===== config.mk =====
export PLATFORM = sky130hd
export DESIGN_NAME = horizontal_kalman_pos_vel
export DESIGN_NICKNAME = d
export VERILOG_FILES = /design/src/design/hkf_pkg.sv /design/src/design/horizontal_kalman_pos_vel.sv
export SDC_FILE = /design/constraint.sdc
export NUM_CORES = 2
export LEC_CHECK = 0
export BUFFER_PORTS_ARGS = -buffer_cell sky130_fd_sc_hd__buf_2
export CORE_ASPECT_RATIO = 0.8
export CORE_MARGIN = 2
export CORE_UTILIZATION = 46
export CTS_CLUSTER_DIAMETER = 50
export DETAILED_ROUTE_END_ITERATION = 10
export PLACE_DENSITY = 0.66
export SLEW_MARGIN = 20
export SYNTH_ARGS = -nofsm -noshare
export SYNTH_HDL_FRONTEND = slang
export SYNTH_SLANG_ARGS = --single-unit

===== constraint.sdc =====
create_clock -name clk -period 48 [get_ports clk]
set_clock_uncertainty 0.05 [all_clocks]
set_input_delay 7.2 -clock clk [delete_from_list [all_inputs] [get_ports clk]]
set_output_delay 7.2 -clock clk [all_outputs]
set_load 0.005 [all_outputs]

===== src/design/hkf_pkg.sv =====
// Package for the two-axis position/velocity Kalman filter.
// Holds widths, codes, saturating arithmetic helpers and the step program.
// No dependencies.
package hkf_pkg;

  localparam int VW = 32;
  localparam int FB = 16;
  localparam int MW = VW + FB;
  localparam int MUL_STEPS = VW;
  localparam int DIV_STEPS = MW;
  localparam int CNT_W = 6;

  localparam logic [VW-1:0] ONE_VAL = VW'(1) << FB;

  localparam logic [2:0] OP_INIT    = 3'd0;
  localparam logic [2:0] OP_REALIGN = 3'd1;
  localparam logic [2:0] OP_PROP    = 3'd2;
  localparam logic [2:0] OP_UPOS    = 3'd3;
  localparam logic [2:0] OP_UVEL    = 3'd4;

  localparam logic [2:0] CFG_DT   = 3'd0;
  localparam logic [2:0] CFG_QP   = 3'd1;
  localparam logic [2:0] CFG_QV   = 3'd2;
  localparam logic [2:0] CFG_IV   = 3'd3;
  localparam logic [2:0] CFG_LIM  = 3'd4;

  localparam logic [2:0] A_ADD  = 3'd0;
  localparam logic [2:0] A_SUB  = 3'd1;
  localparam logic [2:0] A_MUL  = 3'd2;
  localparam logic [2:0] A_DIV  = 3'd3;
  localparam logic [2:0] A_HALF = 3'd4;

  // Operand codes: state of the current axis, shared temporaries, constants.
  localparam logic [4:0] C_POS = 5'd0;
  localparam logic [4:0] C_VEL = 5'd1;
  localparam logic [4:0] C_ACC = 5'd2;
  localparam logic [4:0] C_C0  = 5'd3;
  localparam logic [4:0] C_C1  = 5'd4;
  localparam logic [4:0] C_C2  = 5'd5;
  localparam logic [4:0] C_C3  = 5'd6;
  localparam logic [4:0] T0 = 5'd8;
  localparam logic [4:0] T1 = 5'd9;
  localparam logic [4:0] T2 = 5'd10;
  localparam logic [4:0] T3 = 5'd11;
  localparam logic [4:0] T4 = 5'd12;
  localparam logic [4:0] T5 = 5'd13;
  localparam logic [4:0] T6 = 5'd14;
  localparam logic [4:0] T7 = 5'd15;
  localparam logic [4:0] K_ZERO = 5'd16;
  localparam logic [4:0] K_ONE  = 5'd17;
  localparam logic [4:0] K_DT   = 5'd18;
  localparam logic [4:0] K_QP   = 5'd19;
  localparam logic [4:0] K_QV   = 5'd20;
  localparam logic [4:0] K_IV   = 5'd21;
  localparam logic [4:0] K_Z    = 5'd22;
  localparam logic [4:0] K_R    = 5'd23;

  typedef struct packed {
    logic [2:0] op;
    logic [4:0] dst;
    logic [4:0] sa;
    logic [4:0] sb;
    logic       last;
  } uins_t;

  localparam int UC_LEN = 60;
  localparam logic [5:0] PC_INIT    = 6'd0;
  localparam logic [5:0] PC_REALIGN = 6'd6;
  localparam logic [5:0] PC_PROP    = 6'd8;
  localparam logic [5:0] PC_UPOS    = 6'd26;
  localparam logic [5:0] PC_UVEL    = 6'd43;

  function automatic uins_t mi(input logic [2:0] op, input logic [4:0] dst,
                               input logic [4:0] sa, input logic [4:0] sb,
                               input logic last);
    uins_t u;
    u.op = op;
    u.dst = dst;
    u.sa = sa;
    u.sb = sb;
    u.last = last;
    return u;
  endfunction

  localparam uins_t UCODE [0:UC_LEN-1] = '{
    mi(A_ADD, C_POS, K_Z, K_ZERO, 1'b0),
    mi(A_ADD, C_VEL, K_R, K_ZERO, 1'b0),
    mi(A_ADD, C_C0, K_IV, K_ZERO, 1'b0),
    mi(A_ADD, C_C1, K_ZERO, K_ZERO, 1'b0),
    mi(A_ADD, C_C2, K_ZERO, K_ZERO, 1'b0),
    mi(A_ADD, C_C3, K_IV, K_ZERO, 1'b1),
    mi(A_ADD, C_POS, K_Z, K_ZERO, 1'b0),
    mi(A_ADD, C_VEL, K_R, K_ZERO, 1'b1),
    mi(A_MUL, T0, K_DT, C_VEL, 1'b0),
    mi(A_MUL, T1, K_DT, K_DT, 1'b0),
    mi(A_HALF, T1, T1, K_ZERO, 1'b0),
    mi(A_MUL, T1, T1, K_Z, 1'b0),
    mi(A_ADD, T0, C_POS, T0, 1'b0),
    mi(A_ADD, C_POS, T0, T1, 1'b0),
    mi(A_MUL, T2, K_DT, K_Z, 1'b0),
    mi(A_ADD, C_VEL, C_VEL, T2, 1'b0),
    mi(A_ADD, C_ACC, K_Z, K_ZERO, 1'b0),
    mi(A_MUL, T3, K_DT, C_C3, 1'b0),
    mi(A_ADD, T4, C_C2, C_C1, 1'b0),
    mi(A_ADD, T4, T4, T3, 1'b0),
    mi(A_MUL, T4, K_DT, T4, 1'b0),
    mi(A_ADD, T4, C_C0, T4, 1'b0),
    mi(A_ADD, C_C0, T4, K_QP, 1'b0),
    mi(A_ADD, C_C1, C_C1, T3, 1'b0),
    mi(A_ADD, C_C2, C_C2, T3, 1'b0),
    mi(A_ADD, C_C3, C_C3, K_QV, 1'b1),
    mi(A_SUB, T0, K_Z, C_POS, 1'b0),
    mi(A_ADD, T1, C_C0, K_R, 1'b0),
    mi(A_DIV, T2, C_C0, T1, 1'b0),
    mi(A_DIV, T3, C_C2, T1, 1'b0),
    mi(A_SUB, T4, K_ONE, T2, 1'b0),
    mi(A_MUL, T5, T4, C_C0, 1'b0),
    mi(A_MUL, T6, T4, C_C1, 1'b0),
    mi(A_MUL, T7, T3, C_C0, 1'b0),
    mi(A_SUB, C_C2, C_C2, T7, 1'b0),
    mi(A_MUL, T7, T3, C_C1, 1'b0),
    mi(A_SUB, C_C3, C_C3, T7, 1'b0),
    mi(A_ADD, C_C0, T5, K_ZERO, 1'b0),
    mi(A_ADD, C_C1, T6, K_ZERO, 1'b0),
    mi(A_MUL, T7, T2, T0, 1'b0),
    mi(A_ADD, C_POS, C_POS, T7, 1'b0),
    mi(A_MUL, T7, T3, T0, 1'b0),
    mi(A_ADD, C_VEL, C_VEL, T7, 1'b1),
    mi(A_SUB, T0, K_Z, C_VEL, 1'b0),
    mi(A_ADD, T1, C_C3, K_R, 1'b0),
    mi(A_DIV, T2, C_C1, T1, 1'b0),
    mi(A_DIV, T3, C_C3, T1, 1'b0),
    mi(A_SUB, T4, K_ONE, T3, 1'b0),
    mi(A_MUL, T5, T2, C_C2, 1'b0),
    mi(A_SUB, T5, C_C0, T5, 1'b0),
    mi(A_MUL, T6, T2, C_C3, 1'b0),
    mi(A_SUB, T6, C_C1, T6, 1'b0),
    mi(A_MUL, C_C2, T4, C_C2, 1'b0),
    mi(A_MUL, C_C3, T4, C_C3, 1'b0),
    mi(A_ADD, C_C0, T5, K_ZERO, 1'b0),
    mi(A_ADD, C_C1, T6, K_ZERO, 1'b0),
    mi(A_MUL, T7, T2, T0, 1'b0),
    mi(A_ADD, C_POS, C_POS, T7, 1'b0),
    mi(A_MUL, T7, T3, T0, 1'b0),
    mi(A_ADD, C_VEL, C_VEL, T7, 1'b1)
  };

  function automatic logic [VW-1:0] sat_add(input logic [VW-1:0] a, input logic [VW-1:0] b);
    logic [VW:0] s;
    s = {a[VW-1], a} + {b[VW-1], b};
    if (s[VW] != s[VW-1]) begin
      return s[VW] ? {1'b1, {(VW-1){1'b0}}} : {1'b0, {(VW-1){1'b1}}};
    end
    return s[VW-1:0];
  endfunction

  function automatic logic [VW-1:0] sat_sub(input logic [VW-1:0] a, input logic [VW-1:0] b);
    logic [VW:0] s;
    s = {a[VW-1], a} - {b[VW-1], b};
    if (s[VW] != s[VW-1]) begin
      return s[VW] ? {1'b1, {(VW-1){1'b0}}} : {1'b0, {(VW-1){1'b1}}};
    end
    return s[VW-1:0];
  endfunction

  function automatic logic [VW-1:0] mag(input logic [VW-1:0] a);
    return a[VW-1] ? (VW'(0) - a) : a;
  endfunction

  function automatic logic [VW-1:0] sat_mag(input logic neg, input logic [MW-1:0] m);
    logic [MW-1:0] lim;
    logic [VW-1:0] v;
    lim = neg ? (MW'(1) << (VW - 1)) : ((MW'(1) << (VW - 1)) - MW'(1));
    v = (m > lim) ? lim[VW-1:0] : m[VW-1:0];
    return neg ? (VW'(0) - v) : v;
  endfunction

endpackage


===== src/design/horizontal_kalman_pos_vel.sv =====
// Each program step reads both operands, sets up, runs the bit-serial multiplier or
// divider if the step needs it, and writes back; both axes run the program in turn.
// Propagate skips its program once the lost limit is reached, and an undefined operation
// runs no program; one item is taken at a time.
// After reset a pass loads the register file before the first item is taken.
// Top level of the two-axis Kalman filter; depends on hkf_pkg.
module horizontal_kalman_pos_vel
  import hkf_pkg::*;
(
  input  logic                 clk,
  input  logic                 rst_n,
  input  logic                 cfg_we,
  input  logic [2:0]           cfg_index,
  input  logic [22:0]          cfg_data,
  input  logic                 in_valid,
  output logic                 in_ready,
  input  logic [2:0]           in_operation,
  input  logic signed [31:0]   in_first_x,
  input  logic signed [31:0]   in_first_y,
  input  logic signed [31:0]   in_second_x,
  input  logic signed [31:0]   in_second_y,
  output logic                 out_valid,
  input  logic                 out_ready,
  output logic signed [31:0]   out_est_pos_x,
  output logic signed [31:0]   out_est_vel_x,
  output logic signed [31:0]   out_est_acc_x,
  output logic signed [31:0]   out_est_pos_y,
  output logic signed [31:0]   out_est_vel_y,
  output logic signed [31:0]   out_est_acc_y,
  output logic signed [31:0]   out_var_pos_x,
  output logic signed [31:0]   out_var_vel_x,
  output logic signed [31:0]   out_var_pos_y,
  output logic signed [31:0]   out_var_vel_y,
  output logic                 out_fix_lost
);

  localparam logic [2:0] S_CLR  = 3'd0;
  localparam logic [2:0] S_IDLE = 3'd1;
  localparam logic [2:0] S_FA   = 3'd2;
  localparam logic [2:0] S_FB   = 3'd3;
  localparam logic [2:0] S_SET  = 3'd4;
  localparam logic [2:0] S_EX   = 3'd5;
  localparam logic [2:0] S_WB   = 3'd6;
  localparam logic [2:0] S_DONE = 3'd7;

  logic [2:0]    state_r;
  logic [16:0]   dt_r, qp_r, qv_r;
  logic [22:0]   iv_r;
  logic [15:0]   lim_r, cnt_r, cnt_inc;
  logic [VW-1:0] fx_r, fy_r, sx_r, sy_r;
  logic [5:0]    pc_r, start_r;
  logic          axis_r;
  logic [4:0]    clr_r;
  logic [CNT_W-1:0] ex_cnt_r;
  uins_t         uin;

  logic [VW-1:0] rf_mem [0:31];
  logic [4:0]    rd_addr;
  logic [4:0]    rd_code;
  logic [VW-1:0] rd_data_r, cst_r, cst_val, opa_r, opb_w, res_r, wb_val;
  logic          use_cst_r;

  logic          mem_we;
  logic [4:0]    mem_wa;
  logic [VW-1:0] mem_wd;

  logic [VW-1:0] ma_r, hi_r, lo_r;
  logic [VW:0]   mul_sum;
  logic [2*VW-1:0] prod_rnd;
  logic          neg_r, dz_r;
  logic [VW-1:0] d_r, r_r;
  logic [MW-1:0] n_r, q_r;
  logic [VW:0]   r_sh;

  logic [VW-1:0] sh_pos_r [0:1];
  logic [VW-1:0] sh_vel_r [0:1];
  logic [VW-1:0] sh_acc_r [0:1];
  logic [VW-1:0] sh_c0_r  [0:1];
  logic [VW-1:0] sh_c3_r  [0:1];

  assign uin = UCODE[pc_r];
  assign in_ready = (state_r == S_IDLE);
  assign cnt_inc = (cnt_r < lim_r) ? cnt_r + 16'd1 : cnt_r;

  function automatic logic [4:0] rf_addr(input logic [4:0] code, input logic ax);
    return code[3] ? {2'b10, code[2:0]} : {1'b0, ax, code[2:0]};
  endfunction

  always_comb begin
    rd_code = (state_r == S_FA) ? uin.sa : uin.sb;
    rd_addr = rf_addr(rd_code, axis_r);
    case (rd_code)
      K_ONE:   cst_val = ONE_VAL;
      K_DT:    cst_val = {15'd0, dt_r};
      K_QP:    cst_val = {15'd0, qp_r};
      K_QV:    cst_val = {15'd0, qv_r};
      K_IV:    cst_val = {9'd0, iv_r};
      K_Z:     cst_val = axis_r ? fy_r : fx_r;
      K_R:     cst_val = axis_r ? sy_r : sx_r;
      default: cst_val = '0;
    endcase
  end

  always_ff @(posedge clk) begin
    rd_data_r <= rf_mem[rd_addr];
    cst_r <= cst_val;
    use_cst_r <= rd_code[4];
    if (mem_we) begin
      rf_mem[mem_wa] <= mem_wd;
    end
  end

  assign opb_w = use_cst_r ? cst_r : rd_data_r;
  assign mul_sum = {1'b0, hi_r} + (lo_r[0] ? {1'b0, ma_r} : '0);
  assign prod_rnd = {hi_r, lo_r} + (64'd1 << (FB - 1));
  assign r_sh = {r_r, n_r[MW-1]};

  always_comb begin
    case (uin.op)
      A_MUL:   wb_val = sat_mag(neg_r, prod_rnd[2*VW-1:FB]);
      A_DIV:   wb_val = dz_r ? '0 : sat_mag(neg_r, q_r);
      default: wb_val = res_r;
    endcase
    mem_we = 1'b0;
    mem_wa = rf_addr(uin.dst, axis_r);
    mem_wd = wb_val;
    if (state_r == S_CLR) begin
      mem_we = 1'b1;
      mem_wa = clr_r;
      mem_wd = (!clr_r[4] && (clr_r[2:0] == C_C0[2:0] || clr_r[2:0] == C_C3[2:0])) ?
               ONE_VAL : '0;
    end else if (state_r == S_WB) begin
      mem_we = 1'b1;
    end
  end

  always_ff @(posedge clk) begin
    if (mem_we && !mem_wa[4]) begin
      case (mem_wa[2:0])
        C_POS[2:0]: sh_pos_r[mem_wa[3]] <= mem_wd;
        C_VEL[2:0]: sh_vel_r[mem_wa[3]] <= mem_wd;
        C_ACC[2:0]: sh_acc_r[mem_wa[3]] <= mem_wd;
        C_C0[2:0]:  sh_c0_r[mem_wa[3]] <= mem_wd;
        C_C3[2:0]:  sh_c3_r[mem_wa[3]] <= mem_wd;
        default: ;
      endcase
    end
  end

  always_ff @(posedge clk) begin
    if (!rst_n) begin
      dt_r <= 17'd2048;
      qp_r <= 17'd16;
      qv_r <= 17'd1024;
      iv_r <= 23'd65536;
      lim_r <= 16'd1000;
    end else if (cfg_we) begin
      case (cfg_index)
        CFG_DT:  dt_r <= cfg_data[16:0];
        CFG_QP:  qp_r <= cfg_data[16:0];
        CFG_QV:  qv_r <= cfg_data[16:0];
        CFG_IV:  iv_r <= cfg_data;
        CFG_LIM: lim_r <= cfg_data[15:0];
        default: ;
      endcase
    end
  end

  always_ff @(posedge clk) begin
    case (state_r)
      S_IDLE: begin
        fx_r <= in_first_x;
        fy_r <= in_first_y;
        sx_r <= in_second_x;
        sy_r <= in_second_y;
      end
      S_FB: opa_r <= use_cst_r ? cst_r : rd_data_r;
      S_SET: begin
        neg_r <= opa_r[VW-1] ^ opb_w[VW-1];
        case (uin.op)
          A_ADD: res_r <= sat_add(opa_r, opb_w);
          A_SUB: res_r <= sat_sub(opa_r, opb_w);
          A_HALF: res_r <= VW'($signed(opa_r + VW'(opa_r[VW-1])) >>> 1);
          default: res_r <= '0;
        endcase
        ma_r <= mag(opa_r);
        hi_r <= '0;
        lo_r <= mag(opb_w);
        d_r <= mag(opb_w);
        dz_r <= (opb_w == '0);
        n_r <= {mag(opa_r), {FB{1'b0}}} + MW'(mag(opb_w) >> 1);
        r_r <= '0;
        q_r <= '0;
      end
      S_EX: begin
        if (uin.op == A_MUL) begin
          hi_r <= mul_sum[VW:1];
          lo_r <= {mul_sum[0], lo_r[VW-1:1]};
        end else begin
          n_r <= {n_r[MW-2:0], 1'b0};
          if (r_sh >= {1'b0, d_r}) begin
            r_r <= VW'(r_sh - {1'b0, d_r});
            q_r <= {q_r[MW-2:0], 1'b1};
          end else begin
            r_r <= r_sh[VW-1:0];
            q_r <= {q_r[MW-2:0], 1'b0};
          end
        end
      end
      default: ;
    endcase
  end

  always_ff @(posedge clk) begin
    if (!rst_n) begin
      state_r <= S_CLR;
      clr_r <= '0;
      cnt_r <= '0;
      pc_r <= '0;
      start_r <= '0;
      axis_r <= 1'b0;
      ex_cnt_r <= '0;
      out_valid <= 1'b0;
    end else begin
      if (out_valid && out_ready && state_r != S_DONE) begin
        out_valid <= 1'b0;
      end
      case (state_r)
        S_CLR: begin
          clr_r <= clr_r + 5'd1;
          if (clr_r == 5'd31) begin
            state_r <= S_IDLE;
          end
        end
        S_IDLE: begin
          if (in_valid) begin
            axis_r <= 1'b0;
            state_r <= S_FA;
            case (in_operation)
              OP_INIT: begin
                cnt_r <= '0;
                pc_r <= PC_INIT;
                start_r <= PC_INIT;
              end
              OP_REALIGN: begin
                pc_r <= PC_REALIGN;
                start_r <= PC_REALIGN;
              end
              OP_PROP: begin
                cnt_r <= cnt_inc;
                pc_r <= PC_PROP;
                start_r <= PC_PROP;
                if (cnt_inc >= lim_r) begin
                  state_r <= S_DONE;
                end
              end
              OP_UPOS: begin
                cnt_r <= '0;
                pc_r <= PC_UPOS;
                start_r <= PC_UPOS;
              end
              OP_UVEL: begin
                pc_r <= PC_UVEL;
                start_r <= PC_UVEL;
              end
              default: state_r <= S_DONE;
            endcase
          end
        end
        S_FA: state_r <= S_FB;
        S_FB: state_r <= S_SET;
        S_SET: begin
          ex_cnt_r <= '0;
          state_r <= (uin.op == A_MUL || uin.op == A_DIV) ? S_EX : S_WB;
        end
        S_EX: begin
          ex_cnt_r <= ex_cnt_r + CNT_W'(1);
          if ((uin.op == A_MUL && ex_cnt_r == CNT_W'(MUL_STEPS - 1)) ||
              ex_cnt_r == CNT_W'(DIV_STEPS - 1)) begin
            state_r <= S_WB;
          end
        end
        S_WB: begin
          if (uin.last) begin
            if (!axis_r) begin
              axis_r <= 1'b1;
              pc_r <= start_r;
              state_r <= S_FA;
            end else begin
              state_r <= S_DONE;
            end
          end else begin
            pc_r <= pc_r + 6'd1;
            state_r <= S_FA;
          end
        end
        S_DONE: begin
          if (!out_valid || out_ready) begin
            out_valid <= 1'b1;
            state_r <= S_IDLE;
          end
        end
        default: state_r <= S_IDLE;
      endcase
    end
  end

  always_ff @(posedge clk) begin
    if (state_r == S_DONE && (!out_valid || out_ready)) begin
      out_est_pos_x <= sh_pos_r[0];
      out_est_vel_x <= sh_vel_r[0];
      out_est_acc_x <= sh_acc_r[0];
      out_est_pos_y <= sh_pos_r[1];
      out_est_vel_y <= sh_vel_r[1];
      out_est_acc_y <= sh_acc_r[1];
      out_var_pos_x <= sh_c0_r[0];
      out_var_vel_x <= sh_c3_r[0];
      out_var_pos_y <= sh_c0_r[1];
      out_var_vel_y <= sh_c3_r[1];
      out_fix_lost <= (cnt_r >= lim_r);
    end
  end

  a_ex_bound: assert property (@(posedge clk) disable iff (!rst_n)
    (state_r == S_EX) |-> (ex_cnt_r < CNT_W'(DIV_STEPS)))
    else $error("Serial step count ran past the divider length.");

  a_last_axis: assert property (@(posedge clk) disable iff (!rst_n)
    (state_r == S_WB && uin.last && axis_r) |=> (state_r == S_DONE))
    else $error("Second axis finished without completing the item.");

  a_out_from_done: assert property (@(posedge clk) disable iff (!rst_n)
    $rose(out_valid) |-> ($past(state_r) == S_DONE))
    else $error("Result raised outside the completion state.");

  a_accept_leaves_idle: assert property (@(posedge clk) disable iff (!rst_n)
    (in_valid && in_ready) |=> (state_r != S_IDLE))
    else $error("Accepted item did not start.");

endmodule

==> results.cfg <==
[detailed_routing]
drt_first_pass_iters = 6
vias = 58046
wl_um = 254000
vias_per_cell = 5.89
wl_per_cell_um = 25.7
postRouteAntennaNets = 0
drcViolationCount = 0
drt-initial-drc-count = 7473

[synthesis]
yosys_most_used_dff = edfxtp_1
synth_adder_area_share_pct = 3.75
synth_area_um2 = 91500
synth_area_leaders = edfxtp_1, mux4_2, dfxtp_1
synth.avg_cell_area_um2 = 14.0
synth.ff_latch_count = 2057
ys_seq_area_share_pct = 65.4
synth_compound_area_share_pct = 9.34
synth_cell_types = 109
synth-xor-area-share_pct = 2.65
synth_warnings = 0
syn_inst = 6540
synth_nets = 6973
yosysTopAreaCell = edfxtp_1
yosys.area.top_type_share_pct = 61.0
synthMuxAreaShare_pct = 7.69
synth_top_family_by_area = compound AO/OA/AOI/OAI gates
synth_edf_count = 1859
ys_async_sr_fraction_pct = 0
synthSimpleGateAreaFrac_pct = 8.80

[place]
hpwl_um = 168000
numPortBuffers = 484
pre_cts_slack_ns = 37.12
place.gp.congestion = 0.976

[cells_and_area]
area_delta_synth_final_pct = 14.2
utilization_pct = 52.8
final_common_cell = edfxtp_1
fin_nets = 7448
final_cell_mix = edfxtp_1, nand2_1, buf_2, nor2_1, a21oi_1
drive_gt1_share_pct = 18.1

[setup_path]
cp.required_ns = 48.39
critPathCaptureType = register
cp-start-kind = input port
arrival_ns = 10.32
crit_start = out_ready
reg2reg_from = use_cst_r$_DFF_P_
path_class = input port to register
crit_fanout = 174

[flow_run]
maxCapViolations = 0

[sta]
finalWorstSetupSlack_ns = 38.07
setup-tns-final_ns = 0
worst_pin_slew_ns = 1.21
slew-limit-headroom_pct = 19.5
finalSetupViolCount = 0
finalHoldViolCount = 0
max_freq_ghz = 0.101
rsz0062_at_grt = false
fin_crit_ns = 9.93
slew_viol_final = 0
finalCritPeriodShare_pct = 20.7

[global_route]
grt_overflow_total = 0
antenna_found_initial = 26
grt_pass1_wl_um = 367000
grt_max_degree = 175
grtUsageTotal_pct = 24.5
grt_pass1_vias = 54519

[cts]
root_buffer = clkbuf_16
clockBufferDepth = 3
cts_tree = yes
ctsHtreeMaxLevel = 4
cts_hold_buf = 0
cts_made_buffers = 203
clkTransAtPathRegs_ns = 0.06
postCtsSetupRepairBufs = 0
cts_sinks = 2057
worstSkewPairLatency_ns = 0.85
cts.repair.resized = 0

[hold_path]
hold_path.startpoint = sh_vel_r[1][2]$_DFFE_PP_
hold_class = register to register

[die]
die_x_um = 503
start_util_pct = 46.2
die_y_um = 403
dieArea_um2 = 202000
ios = 485
rows = 146
core_um2 = 198000

[pwr]
total_power_mw = 5.71
p_leak_nw = 37.2
ir_worst_vdd_mv = 0.0475
p_per_area_nw_per_um2 = 54.7

[status]
status = complete, no violations
cell usage after synthesis (97+ instances only):
| cell type | number |
|---|---|
| a21o_1 | 108 |
| o21ai_0 | 234 |
| ha_1 | 266 |
| inv_1 | 203 |
| edfxtp_1 | 1859 |
| nor3_1 | 97 |
| mux2i_1 | 187 |
| mux4_2 | 216 |
| clkbuf_1 | 221 |
| nand3_1 | 115 |
| nand2_1 | 535 |
| a21boi_0 | 97 |
| a21oi_1 | 293 |
| xnor2_1 | 194 |
| dfxtp_1 | 198 |
| nor2_1 | 433 |
final timing paths:
| kind | endpoint | slack (ns) | cells past startpoint |
|---|---|---|---|
| min | out_est_vel_y[2]$_DFFE_PP_ | 0.35 | 0 |
| max | out_est_acc_y[26]$_DFFE_PP_ | 38.07 | 7 |
| min reg2reg | out_est_vel_y[2]$_DFFE_PP_ | 0.35 | 0 |
| max reg2reg | n_r[41]$_DFFE_PP_ | 40.02 | 20 |
critical path: stages:
cell,delay [ns]
buf_2,0.11
nand2b_1,0.21
nor2b_4,0.17
buf_4,0.31
buf_16,0.31
buf_12,0.54
buf_4,0.92
area by class of cell:
class / count / area [um2]
inverters: 207 / 777
flip-flops and latches: 2057 / 59800
well taps: 2664 / 3330
clock inverters: 116 / 1400
multi-input cells: 3943 / 30200
diodes: 6 / 15.0
repair buffers: 603 / 3440
clock buffers: 263 / 5480
fillers: 16131 / 93400
layer usage:
| layer | routed length, um | global-route usage (%) | vias to the layer above |
|---|---|---|---|
| met1 | 112000 | 37.1 | 29122 |
| li1 | - | - | 25931 |
| met4 | 5450 | 5.60 | 10 |
| met2 | 110000 | 35.6 | 2659 |
| met3 | 25500 | 5.90 | 324 |
| met5 | 68 | 0 | - |
through the flow:
stage / cell area [um2] / hold WS [ns] / std cells
finish: 104000 / 0.353 / 9859
global route: 104000 / 0.367 / 9855
CTS: 104000 / 0.351 / 9847
detailed placement: 97400 / 0.355 / 9468
global placement: 97400 / 0.351 / 9468
floorplan: 91500 / 0.350 / 6540
kinds of logic (layout without fill, tap and decap cells):
group / count (synthesis) / count (layout)
adder cells (fa/ha/maj): 271 / 271
AO/OA/AOI/OAI: 1293 / 1293
other: 0 / 6
XOR/XNOR: 274 / 274
flip-flops: 2057 / 2057
AND/OR/NAND/NOR: 1676 / 1676
multiplexers: 429 / 429
buffers and inverters: 540 / 1189
sequential cells by signal, indices dropped and copies added (netlist names), 48 cells and up:
signal / flops
sh_pos_r: 64
q_r: 48
rf_mem: 768
sh_c3_r: 64
sh_acc_r: 64
sh_c0_r: 64
n_r: 48
sh_vel_r: 64
power breakdown:
group	total, mW	leakage (nW)	internal [mW]	switching, mW
Clock	1.61	3.33	0.911	0.701
Combinational	1.65	15.2	0.492	1.16
Sequential	2.45	18.7	2.36	0.0843
Total	5.71	37.2	3.77	1.95
Note: power is estimated with default switching activity, not from simulation.
